[src/rtl/amcs_pkg.sv]
// Package of the adaptive music chunk sequencer: request codes, table sizes,
// the front-to-back command word and the state encoding. No dependencies.
package amcs_pkg;

  localparam int unsigned MaxChunks   = 256;
  localparam int unsigned MaxLinks    = 1024;
  localparam int unsigned MaxSegments = 64;
  localparam int unsigned ChunkIdxW   = $clog2(MaxChunks);
  localparam int unsigned LinkIdxW    = $clog2(MaxLinks);
  localparam int unsigned SegCntW     = $clog2(MaxSegments + 1);
  localparam int unsigned QueueDepth  = 2;

  localparam logic [7:0] KeyEnd   = 8'd64;
  localparam logic [7:0] KeyPrior = 8'd65;

  typedef enum logic [2:0] {
    REQ_LOAD_CHUNK = 3'd0,
    REQ_LOAD_TRIG  = 3'd1,
    REQ_LOAD_INTEN = 3'd2,
    REQ_SELECT     = 3'd3,
    REQ_CONSUME    = 3'd4
  } req_e;

  typedef enum logic [1:0] {
    CMD_SELECT  = 2'd0,
    CMD_CONSUME = 2'd1
  } cmd_e;

  // Work word handed from the front part to the back part.
  typedef struct packed {
    cmd_e        op;
    logic [7:0]  trig;
    logic [7:0]  inten;
    logic [31:0] size;
  } cmd_t;

  typedef enum logic [3:0] {
    ST_IDLE,
    ST_RANGE_RD,
    ST_RANGE_WAIT,
    ST_TRIG_RD,
    ST_TRIG_CHK,
    ST_INTEN_RD,
    ST_INTEN_CHK,
    ST_DECIDE,
    ST_BOUNDS_RD,
    ST_BOUNDS_WAIT,
    ST_SEGMENT,
    ST_EMIT
  } state_e;

endpackage

[src/rtl/amcs_front.sv]
// Front part: accepts words, performs table loads, queues select and consume work.
// Depends on amcs_pkg.
module amcs_front (
  input  logic                  clk_i,
  input  logic                  rst_ni,
  input  logic                  in_valid_i,
  output logic                  in_ready_o,
  input  logic [2:0]            req_type_i,
  input  logic [9:0]            entry_index_i,
  input  logic [7:0]            link_key_i,
  input  logic [7:0]            wanted_intensity_i,
  input  logic [31:0]           byte_count_i,
  input  logic                  back_idle_i,
  output logic                  load_chunk_o,
  output logic                  load_trig_o,
  output logic                  load_inten_o,
  output logic                  cmd_valid_o,
  input  logic                  cmd_ready_i,
  output amcs_pkg::cmd_t        cmd_o
);
  import amcs_pkg::*;

  localparam int unsigned PtrW = $clog2(QueueDepth);

  cmd_t            fifo_q [QueueDepth];
  logic [PtrW-1:0] wr_ptr_q, wr_ptr_d, rd_ptr_q, rd_ptr_d;
  logic [PtrW:0]   count_q, count_d;
  logic            accept, push, pop, is_load;
  cmd_t            new_cmd;

  // A load must not overtake queued or running work that still reads the tables,
  // so it is only taken once the queue is empty and the back part is idle.
  assign is_load    = (req_type_i == REQ_LOAD_CHUNK) || (req_type_i == REQ_LOAD_TRIG) ||
                      (req_type_i == REQ_LOAD_INTEN);
  assign in_ready_o = (count_q != (PtrW+1)'(QueueDepth)) &&
                      (!is_load || (count_q == '0 && back_idle_i));
  assign accept     = in_valid_i && in_ready_o;

  always_comb begin
    load_chunk_o = 1'b0;
    load_trig_o  = 1'b0;
    load_inten_o = 1'b0;
    push         = 1'b0;
    new_cmd.op    = CMD_SELECT;
    new_cmd.trig  = link_key_i;
    new_cmd.inten = wanted_intensity_i;
    new_cmd.size  = byte_count_i;
    case (req_type_i)
      REQ_LOAD_CHUNK: load_chunk_o = accept && (entry_index_i < 10'(MaxChunks));
      REQ_LOAD_TRIG:  load_trig_o  = accept;
      REQ_LOAD_INTEN: load_inten_o = accept;
      REQ_SELECT:     push = accept;
      REQ_CONSUME: begin
        push       = accept;
        new_cmd.op = CMD_CONSUME;
      end
      default: ;
    endcase
  end

  assign pop         = cmd_valid_o && cmd_ready_i;
  assign cmd_valid_o = (count_q != '0);
  assign cmd_o       = fifo_q[rd_ptr_q];

  always_comb begin
    wr_ptr_d = push ? wr_ptr_q + 1'b1 : wr_ptr_q;
    rd_ptr_d = pop  ? rd_ptr_q + 1'b1 : rd_ptr_q;
    count_d  = count_q + (PtrW+1)'(push) - (PtrW+1)'(pop);
  end

  always_ff @(posedge clk_i or negedge rst_ni) begin
    if (!rst_ni) begin
      wr_ptr_q <= '0;
      rd_ptr_q <= '0;
      count_q  <= '0;
    end else begin
      wr_ptr_q <= wr_ptr_d;
      rd_ptr_q <= rd_ptr_d;
      count_q  <= count_d;
    end
  end

  always_ff @(posedge clk_i) begin
    if (push) begin
      fifo_q[wr_ptr_q] <= new_cmd;
    end
  end
endmodule

[config.mk]
export PLATFORM = sky130hd
export DESIGN_NAME = amcs_front
export DESIGN_NICKNAME = d
export VERILOG_FILES = /design/src/rtl/amcs_pkg.sv /design/src/rtl/amcs_front.sv
export SDC_FILE = /design/constraint.sdc
export NUM_CORES = 1
export LEC_CHECK = 0
export ABC_AREA = 1
export BUFFER_PORTS_ARGS = -buffer_cell sky130_fd_sc_hd__buf_2
export CORE_MARGIN = 2
export CORE_UTILIZATION = 51
export CTS_CLUSTER_DIAMETER = 60
export CTS_CLUSTER_SIZE = 14
export DETAILED_ROUTE_END_ITERATION = 8
export PLACE_DENSITY = 0.8
export SLEW_MARGIN = 20
export SYNTH_ARGS = -nofsm -noshare
export SYNTH_HDL_FRONTEND = slang
export SYNTH_SLANG_ARGS = --single-unit
[constraint.sdc]
create_clock -name clk_i -period 4.55 [get_ports clk_i]
set_clock_uncertainty 0.05 [all_clocks]
set_input_delay 0.91 -clock clk_i [delete_from_list [all_inputs] [get_ports clk_i]]
set_output_delay 0.91 -clock clk_i [all_outputs]
set_load 0.01 [all_outputs]
### Word level (Yosys, flattened, before mapping)

Memory sizes are Yosys's and may differ from the RTL's.
Cells that the tools add are included.
Widths: inputs -> output; s select.

| storage, ports and cells | value |
|---|---|
| output and inout port bits | 55 |
| input port bits | 66 |
| memories kept | 1 |
| bits in writable memories | 98 |
| logic and storage cells | 34 |
| register bits | 4 |

| cells by class | value |
|---|---|
| equal/unequal tests | 5 |
| reduce and logical (&&, ||, !) cells | 13 |
| add/subtract/negate cells | 4 |
| order comparisons | 1 |
| multiplexer cells | 7 |

Memories:

| name | depth | width | read ports | clocked after Yosys merged registers in | wr ports | line | source |
|---|---|---|---|---|---|---|---|
| fifo_q | 2 | 49 | 1 | 0 | 1 | amcs_front.sv:25 | `cmd_t fifo_q [QueueDepth];` |

Operators by type and width:

| operator | count |
|---|---|
| $lt 10x9->1 const B | 1 |
| $mux 1 | 7 |
| $eq 3x2->1 const B | 2 |
| $logic_and 1x1->1 | 5 |
| $eq 3x1->1 const B | 1 |
| $eq 3x3->1 const B | 1 |
| $logic_not 3->1 | 1 |
| $logic_or 1x1->1 | 3 |
| $add 1x1->1 const B | 2 |
| $add 2x1->2 | 1 |
| $logic_not 2->1 | 1 |
| $ne 2x2->1 const B | 1 |
| $reduce_bool 2->1 | 1 |
| $reduce_or 2->1 | 1 |
| $sub 2x1->2 | 1 |
| $logic_not 1->1 | 1 |

### Depth between registers and ports, before layout

Gate-level depths: netlist (run 1).

| depth | value |
|---|---|
| depth in word-level cells | 10 |
| depth in mapped cells | 11 |
| mapped depth without buffers | 11 |

### Least setup slack after synthesis (run 1)

No wires, ideal clock.

| timing | value |
|---|---|
| kind | input -> register |
| from | input req_type_i[0] |
| to | memory fifo_q[1][0] in the netlist's numbering (enable) |
| data arrival time | 3,361 ps |
| library setup time | 456 ps |
| setup slack | 683 ps |
| data required time | 4,044 ps |
| cell stages on the path | 5 |
| buffers on the path | 0 |
| cell sequence | nor2_2 -> nand2_2 -> nand2_2 -> nand4_4 -> nor2_1 |

| between the ends | value |
|---|---|
| cells in the longest elaborated chain, start to end | 10 |
| elaborated cells between the ends (all ways) | 15 |
| classes of those cells | eq/ne (4); mux (3); reduce/logical (8) |

RTL lines:

| what | line | source |
|---|---|---|
| from (decl) | amcs_front.sv:8 | `input logic [2:0] req_type_i,` |
| $eq 3x1->1 or $logic_not 3->1 (tied branches) | amcs_front.sv:33 | `assign is_load = (req_type_i == REQ_LOAD_CHUNK) \|\| (req_type_i == REQ_LOAD_TRIG) \|\|` |
| $logic_or 1x1->1 (2 in series) | amcs_front.sv:33 |  |
| $logic_not 1->1 | amcs_front.sv:36 | `(!is_load \|\| (count_q == '0 && back_idle_i));` |
| $logic_or 1x1->1 | amcs_front.sv:36 |  |
| $logic_and 1x1->1 | amcs_front.sv:35 | `assign in_ready_o = (count_q != (PtrW+1)'(QueueDepth)) &&` |
| $logic_and 1x1->1 | amcs_front.sv:37 | `assign accept = in_valid_i && in_ready_o;` |
| $mux 1 * | amcs_front.sv:48 | `case (req_type_i)` |
| $mux 1 * | amcs_front.sv:84 | `if (push) begin` |
| $mux 1 (not written as such) * | amcs_front.sv:85 | `fifo_q[wr_ptr_q] <= new_cmd;` |
| to (decl) | amcs_front.sv:25 |  |

Mark *: on every way between the ends. The rest lies on a longest branch, timed or not.

==> results.yml, run 1 <==
timing:
  hold_violations: 0
  period_minus_slack_ns: 2.74
  setup_viol_count_final: 0
  fin_worst_hold_slack_ns: 0.307
  max_slew_margin_pct: 43.1
  rsz0062_at_grt: "no"
  worst_slew_pin_slew_ns: 0.852
  fin_ws_ns: 1.81
  period_share_pct: 60.1
  final_max_slew_viol_count: 0
  fmax_mhz: 366
  final.setup.tns_ns: 0
worst_setup_path:
  r2r-start: "count_q[0]"
  r2r-end: "fifo_q[1][5]"
  reg2reg_depth: 6
  endpoint_kind: "output port"
  cp.required_ns: 3.59
  critPathArrivalTime_ns: 1.78
  reg2reg_slack_ns: 2.36
  crit_fanout: 50
  worst_setup_path_start_kind: "flop"
  critPathKind: "flop to output port"
yosys:
  yosysTopAreaCellShare_pct: 75.5
  synth_cell_types: 24
  ys_dominant_reg_cell: "edfxtp_1"
  synth_top_cell_by_area: "edfxtp_1"
  synth_edf_count: 98
  postSynthCellCount: 305
  ys_ff_latch: 102
  synth_mux_area_share_pct: 0
  ys_warn_count: 0
  netlist_area_um2: 3900
  async_flop_share_pct: 3.92
  yosys.area_share.simple_pct: 18.6
  ys_seq_area_share_pct: 78.1
  ys_top_cells_by_area: "edfxtp_1 76%, nand2_1 15%, dfrtp_1 2.6%, inv_1 0.77%, clkbuf_1 0.58%"
  syn-num-nets: 372
  yosys.area_share.adder_pct: 0.321
  synth-compound-area-share_pct: 0
  synth_top_family_by_area: "simple AND/OR/NAND/NOR gates"
  synth.avg_cell_area_um2: 12.8
  synth_xor_area_share_pct: 0.449
die:
  die_height_um: 91.4
  coreArea_um2: 7330
  start_util_pct: 53.2
  die-area_um2: 8360
  core.rowCount: 31
  io_pins: 121
  fp.dieW_um: 91.4
global_route:
  grt_max_degree: 51
  grt_overflow: 0
  grt_usage_pct: 16.9
  grt_pass1_vias: 2398
  antenna_found_initial: 0
  grt_first_pass_wirelength_um: 10900
clock_network:
  clk_latency_ns: 0.34
  cts_tree: "done"
  htree_levels: 3
  cts.sink_count: 102
  clk_pin_slew_ns: 0.09
  cts_root_buf: "clkbuf_8"
  ctsHoldBuffers: 0
  cts_inserted_buffers: 9
  cts.path.max_buffers: 2
  ctsResizeCount: 0
  cts_setup_buffers: 0
placed_design:
  portBuffers: 111
  place.gp.congestion: 0.734
  pre_cts_slack_ns: 1.60
  dpl.hpwl_um: 4470
drt:
  vias: 2508
  first_iter_violations: 100
  wl_per_cell_um: 13.0
  antenna_left: 0
  viasPerCell: 4.80
  drc: 0
  wl_um: 6800
  drt_pass1_iterations: 4
worst_hold_path:
  hold_path_class: "input pin to asynchronous set/reset pin"
finish:
  syn2layout_area_growth_pct: 21.8
  nFillCells: 557
  nets: 486
  drive_above_1_share_pct: 33.3
  antennaDiodeCount: 0
power_and_ir_drop:
  pwr_density_cell_nw_per_um2: 507
  p_leak_nw: 2.08
  ir_worst_vdd_v: 0.000277
job:
  maxCapViolations: 0
run_status:
  status: "completed"
[placed cells by master (no fill, tap or decap), types with 2 or more instances in the layout]
cell and instances:
buf_2 111, buf_4 4, clkbuf_8 9, clkinvlp_4 2, dfrtp_1 3, edfxtp_1 98
inv_1 8, inv_2 2, nand2_1 159, nand2_2 2, nand3_1 4, nor2_1 2
nor2_4 2, xor2_1 2
[layer usage]
metal	vias up	track usage [%]	wire (µm)
li1	1239	-	-
met1	1166	20.7	2800
met2	96	28.3	3450
met3	7	5.98	494
met4	0	5.05	63
met5	-	0	0
[report_power, final]
group | internal, mW | switching, mW | total (mW)
logic | 0.262 | 0.492 | 0.755
clock network | 0.253 | 0.281 | 0.533
registers | 1.10 | 0.0232 | 1.12
total | 1.61 | 0.796 | 2.41
[worst max-delay path, cell delays in order (launching register included)]
cell	delay, ns
dfrtp_2	0.41
inv_2	0.61
nand2_1	0.14
nand2_1	0.13
buf_2	0.13
[how the worst max path moves through the flow]
stage	start	end	slack [ns]	depth (start not counted)
after CTS	rd_ptr_q	cmd_o[9]	1.73	4
after global placement	req_type_i[0]	fifo_q[1][8]	1.65	7
after global routing	rd_ptr_q	cmd_o[9]	1.63	4
after floorplan	req_type_i[0]	fifo_q[1][0]	0.68	5
final	rd_ptr_q	cmd_o[9]	1.81	4
after detailed placement	req_type_i[0]	fifo_q[1][10]	1.60	7
[sequential cells by signal (all words and copies together), names as in the netlist]
register / cells
count_q: 2
fifo_q: 98
rd_ptr_q: 1
wr_ptr_q: 1
[area by class of cell]
| type | count | area (µm²) | area share (%) |
|---|---|---|---|
| Sequential cell | 102 | 3040 | 64.1 |
| Multi-Input combinational cell | 181 | 767 | 16.2 |
| Timing Repair Buffer | 115 | 586 | 12.3 |
| Clock buffer | 10 | 128 | 2.69 |
| Tap cell | 99 | 124 | 2.61 |
| Clock inverter | 6 | 62.6 | 1.32 |
| Inverter | 10 | 37.5 | 0.791 |
[Yosys cell counts, types with 2 or more instances]
cell	n
edfxtp_1	98
nand3_1	4
dfrtp_1	4
nand2_2	2
buf_4	2
clkbuf_1	6
nand2_1	159
inv_2	2
buf_2	3
xor2_1	2
inv_1	8
nor2_1	3
[cell families (layout without fill, tap and decap cells)]
| group | Yosys count | after routing |
|---|---|---|
| flip-flops | 102 | 102 |
| buffers and inverters | 22 | 141 |
| XOR/XNOR | 2 | 2 |
| adder cells (fa/ha/maj) | 1 | 1 |
| other | 1 | 1 |
| AND/OR/NAND/NOR | 177 | 177 |
[metrics by stage]
stage,utilization [%],area [µm²],total power [mW],instances
2_1_floorplan,-,3900,1.61,305
3_3_place_gp,62.2,4560,1.89,507
3_5_place_dp,62.2,4560,1.91,507
4_1_cts,64.8,4750,2.44,523
5_1_grt,64.8,4750,2.55,523
6_report,64.8,4750,2.41,523
No activity file was read; power rests on OpenSTA's default activity.
==> run 2: changes to the inputs <==
ABC_AREA = 0   (was 1)
CORE_UTILIZATION = 45   (was 51)
PLACE_DENSITY = 0.75   (was 0.8)
clock period = 2.4 ns   (was 4.55 ns; I/O delays follow)
==> results.yml, run 2 <==
global_route:
  grt_pass1_vias: 2064
  grt_max_degree: 35
  antenna_found_initial: 0
  grt_overflow: 0
  grt_first_pass_wirelength_um: 9590
  grt_usage_pct: 13.8
die:
  die-area_um2: 9300
  core.rowCount: 33
  coreArea_um2: 8260
  start_util_pct: 46.5
  fp.dieW_um: 96.4
  die_height_um: 96.4
  io_pins: 121
worst_setup_path:
  worst_setup_path_start_kind: "flop"
  critical_path.max_stage_delay_ns: 0.44
  cp.required_ns: 1.87
  path_cells: "nand2b_1, a32oi_2, nand3_1, nor3b_1, buf_2"
  cp_slowest_cell: "dfrtp_1"
  endpoint_kind: "output port"
  crit_fanout: 6
  critPathArrivalTime_ns: 1.71
  critPathKind: "flop to output port"
yosys:
  ys_ff_latch: 102
  synth_edf_count: 98
  ys_warn_count: 0
  synth.avg_cell_area_um2: 20.4
  ys_dominant_reg_cell: "edfxtp_1"
  ys_seq_area_share_pct: 79.2
  synth_top_cell_by_area: "edfxtp_1"
  postSynthCellCount: 188
  syn-num-nets: 255
  async_flop_share_pct: 3.92
  synth_commonest_cells: "98 x edfxtp_1, 49 x mux2_2, 5 x buf_2"
  synth_cell_types: 29
  yosysTopAreaCellShare_pct: 76.6
  netlist_area_um2: 3840
  synth_most_common_cell: "edfxtp_1"
  ys_top_cells_by_area: "edfxtp_1 77%, mux2_2 14%, dfrtp_1 2.6%, buf_2 0.65%, nor3b_1 0.59%"
finish:
  nFillCells: 665
  final_util_pct: 58.2
  top_regs: "fifo_q: 98 flops, count_q: 2 flops"
  drive_above_1_share_pct: 60.8
  largest-register: "fifo_q"
  antennaDiodeCount: 0
  largest_reg_flops: 98
  final_cell_mix: "111 x buf_2, 98 x edfxtp_1, 49 x mux2_2"
  syn2layout_area_growth_pct: 25.0
  layout_commonest_cell: "buf_2"
  nets: 381
timing:
  final_max_slew_viol_count: 0
  rsz0062_at_grt: "no"
  period_minus_slack_ns: 2.24
  hold_violations: 0
  fmax_mhz: 446
  final.setup.tns_ns: 0
  setup_viol_count_final: 0
  period_share_pct: 93.4
placed_design:
  dpl.hpwl_um: 4340
  portBuffers: 111
  place.gp.congestion: 0.728
clock_network:
  cts_tree: "done"
  cts_root_buf: "clkbuf_8"
  clk_latency_ns: 0.34
  htree_levels: 3
  clk_pin_slew_ns: 0.09
  cts_inserted_buffers: 9
  cts.path.max_buffers: 2
  cts.sink_count: 102
power_and_ir_drop:
  p_leak_nw: 1.81
  ir_worst_vdd_v: 0.000490
  pwr_density_cell_nw_per_um2: 916
drt:
  wl_um: 6420
  first_iter_violations: 41
  viasPerCell: 4.91
  drt_pass1_iterations: 5
  drc: 0
  vias: 2081
  antenna_left: 0
  wl_per_cell_um: 15.1
job:
  maxCapViolations: 0
run_status:
  status: "completed"
worst_hold_path:
  hold_path_class: "input pin to flop"
==> run 2: cell type report <==
cell class              instances  area [µm²]  share of cell area, %
inverters                       2        7.51                  0.156
clock buffers                  11         131                   2.74
well taps                     105         131                   2.74
repair buffers                122         653                   13.6
clock inverters                 5        58.8                   1.22
multi-input cells              77         777                   16.2
flip-flops and latches        102        3040                   63.4
==> run 2: what timing repair did <==
item / 4_1_cts / 5_1_grt
hold buffers: 1 / 0
endpoints found under the setup margin: 0 / 3
setup buffers: 0 / 2
gates resized for setup: 0 / 1
hold endpoints to repair: 4 / 0
==> run 2: power breakdown <==
part | internal, mW | switching, mW | total [mW]
logic | 0.627 | 0.595 | 1.22
clock network | 0.486 | 0.547 | 1.03
registers | 2.08 | 0.0629 | 2.14
total | 3.19 | 1.20 | 4.40
==> run 2: routing by layer <==
layer	track usage (%)	part of all wire, %	up-vias
met3	3.57	5.7	7
li1	-	-	980
met1	17.1	43	1018
met5	0	0	-
met4	4.58	0.81	0
met2	23.7	51	76
==> run 2: cell families (layout without fill, tap and decap cells) <==
family / after synthesis / in the layout / synth area share (%)
AOI/OAI and AO/OA: 6 / 6 / 1.37
xor gates and xnor gates: 3 / 3 / 0.684
adders and majority gates: 1 / 1 / 0.325
buffers and inverters: 9 / 140 / 1.14
DFF: 102 / 102 / 79.2
muxes: 50 / 50 / 14.6
other: 1 / 1 / 0.0976
and+or+nand+nor: 16 / 16 / 2.60
==> run 2: path summary, 6_finish.rpt <==
path                                       from             to  slack [ns]  cells after the start
worst max-delay path                 count_q[0]    load_trig_o        0.16                      5
worst min-delay path            byte_count_i[0]   fifo_q[1][0]        0.27                      1
worst max register to register       count_q[0]  fifo_q[0][19]        0.45                      6
worst min register to register         wr_ptr_q       wr_ptr_q        0.50                      1
max in group asynchronous                rst_ni       rd_ptr_q        1.76                      2
min in group asynchronous                rst_ni     count_q[0]        0.41                      2
==> run 2: metrics by stage <==
stage	cell area, µm²	setup slack [ns]	hold slack [ns]	std cells	power (mW)
after floorplan	3860	0.0262	0.134	188	2.96
final	4800	0.158	0.270	424	4.40
after global routing	4800	0.00311	0.248	424	4.63
after detailed placement	4580	0.292	0.243	405	3.40
after CTS	4780	0.00589	0.249	422	4.43
after global placement	4580	0.349	0.246	405	3.38
==> run 2: critical path, delay by kind of cell (launching register included) <==
family                 cells  cell delay [ns]
and+or+nand+nor            3             0.54
DFF                        1             0.44
AOI/OAI and AO/OA          1             0.23
buffers and inverters      1             0.16
==> run 3: changes to the inputs <==
BUFFER_PORTS_ARGS = not set   (was -buffer_cell sky130_fd_sc_hd__buf_2)
CORE_UTILIZATION = 56   (was 45)
DONT_BUFFER_PORTS = 1   (was not set)
PLACE_DENSITY = 0.74   (was 0.75)
RECOVER_POWER = 25   (was not set)
==> results.yml, run 3 (synthesis gave the netlist of run 2 again) <==
timing:
  final_max_slew_viol_count: 0
  period_share_pct: 96.3
  fmax_mhz: 433
  fin_ws_ns: 0.0887
  setup_viol_count_final: 0
  hold_violations: 0
  period_minus_slack_ns: 2.31
global_route:
  antenna_found_initial: 0
  grt_pass1_vias: 1804
  grt_usage_pct: 16.2
  grt_max_degree: 28
  gr-max-usage-layer: "met2"
  gr-usage-met2_pct: 28.4
  use_met3_pct: 8.29
  grt_first_pass_wirelength_um: 8920
  met1_usage_pct: 16.5
  grt_overflow: 0
power_and_ir_drop:
  p_leak_nw: 1.36
  p_clk_share_pct: 23.7
  pwr_density_cell_nw_per_um2: 969
  comb_power_share_pct: 23.4
  power_switching_share_pct: 28.7
  p_seq_share_pct: 52.9
  ir_worst_vdd_v: 0.000717
  p_int_mw: 2.89
  power.switching_mw: 1.16
job:
  maxCapViolations: 0
clock_network:
  clk_latency_ns: 0.34
  cts.sink_count: 102
  cts_setup_buffers: 0
  cts_inserted_buffers: 9
  clk_pin_slew_ns: 0.10
  cts.path.max_buffers: 2
  cts_root_buf: "clkbuf_8"
  htree_levels: 3
  cts_tree: "done"
finish:
  layout_commonest_cell: "edfxtp_1"
  top_regs: "fifo_q: 98 flops, count_q: 2 flops"
  largest-register: "fifo_q"
  antennaDiodeCount: 0
  nFillCells: 460
  drive_above_1_share_pct: 40.5
  final_util_pct: 62.3
  final_cell_mix: "98 x edfxtp_1, 49 x mux2_2, 9 x clkbuf_8"
  syn2layout_area_growth_pct: 8.89
  nets: 267
  largest_reg_flops: 98
placed_design:
  place.gp.congestion: 0.799
  pre_cts_slack_ns: 0.337
  dpl.hpwl_um: 4130
  portBuffers: 0
die:
  coreArea_um2: 6720
  die_height_um: 86.8
  io_pins: 121
  fp.dieW_um: 86.8
  core.rowCount: 30
  start_util_pct: 57.2
  die-area_um2: 7540
drt:
  vias: 1670
  viasPerCell: 5.86
  drt_pass1_iterations: 4
  wl_um: 6000
  antenna_left: 0
  drc: 0
  wl_per_cell_um: 21.1
  first_iter_violations: 47
worst_setup_path:
  critPathKind: "flop to output port"
  cp.required_ns: 1.87
  critPathArrivalTime_ns: 1.78
  worst_setup_path_start_kind: "flop"
  crit_fanout: 6
  endpoint_kind: "output port"
run_status:
  status: "completed"
worst_hold_path:
  hold_path_class: "input pin to flop"
-- run 3: cell count changes in the layout (fill, tap and decap cells not counted), sizes merged --
cell / change
buf: -114
clkinv: +4
clkbuf: -2
clkinvlp: -2
bufinv: -1
inv: +1
-- run 3: metal layers --
metal	vias up	routed length, µm
met2	76	3230
li1	760	-
met1	826	2090
met3	8	602
met5	-	0
met4	0	84
-- run 3: cell type report --
| type | count | area, µm² | share of cell area [%] |
|---|---|---|---|
| clock inverters | 7 | 60.1 | 1.43 |
| well taps | 80 | 100 | 2.39 |
| flip-flops and latches | 102 | 3040 | 72.7 |
| clock buffers | 9 | 124 | 2.96 |
| repair buffers | 8 | 62.6 | 1.49 |
| multi-input cells | 77 | 787 | 18.8 |
| inverters | 2 | 7.51 | 0.179 |
-- run 3: critical path, cell delays in order, from the launching register on --
cell      delay (ns)
dfrtp_1         0.44
nand2b_1        0.18
a32oi_2         0.32
nand3_1         0.20
nor3b_2         0.29
-- run 3: worst paths after layout --
kind | from | endpoint | slack (ns) | depth (start not counted)
min reg2reg | wr_ptr_q | wr_ptr_q | 0.53 | 1
min in group asynchronous | rst_ni | count_q[1] | 0.36 | 1
max in group asynchronous | rst_ni | rd_ptr_q | 1.75 | 1
max | count_q[0] | load_inten_o | 0.09 | 4
min | byte_count_i[5] | fifo_q[0][5] | 0.16 | 0
max reg2reg | count_q[0] | fifo_q[0][12] | 0.38 | 5
-- run 3: power groups by stage --
stage | Sequential (mW) | Clock, mW | Combinational (mW)
after detailed placement | 2.18 | 0 | 0.950
after CTS | 2.14 | 0.988 | 0.956
after global routing | 2.16 | 1.06 | 1.01
after global placement | 2.17 | 0 | 0.919
after floorplan | 2.16 | 0 | 0.800
final | 2.14 | 0.961 | 0.950
-- run 3: timing repair --
action / in CTS / in global routing
gates resized for setup: 1 / 2
hold buffers: 1 / 0
endpoints found under the setup margin: 1 / 2
pin swaps: 0 / 0
hold endpoints to repair: 4 / 0
-- run 3: metrics by stage --
step	std cells	setup TNS [ns]	total power, mW	hold slack [ns]	instance area, µm²
2_1_floorplan	188	0	2.96	0.134	3860
3_3_place_gp	268	0	3.09	0.135	3970
3_5_place_dp	268	0	3.13	0.135	3970
4_1_cts	285	0	4.09	0.144	4170
5_1_grt	285	-0.0143	4.23	0.134	4190
6_report	285	0	4.05	0.164	4190
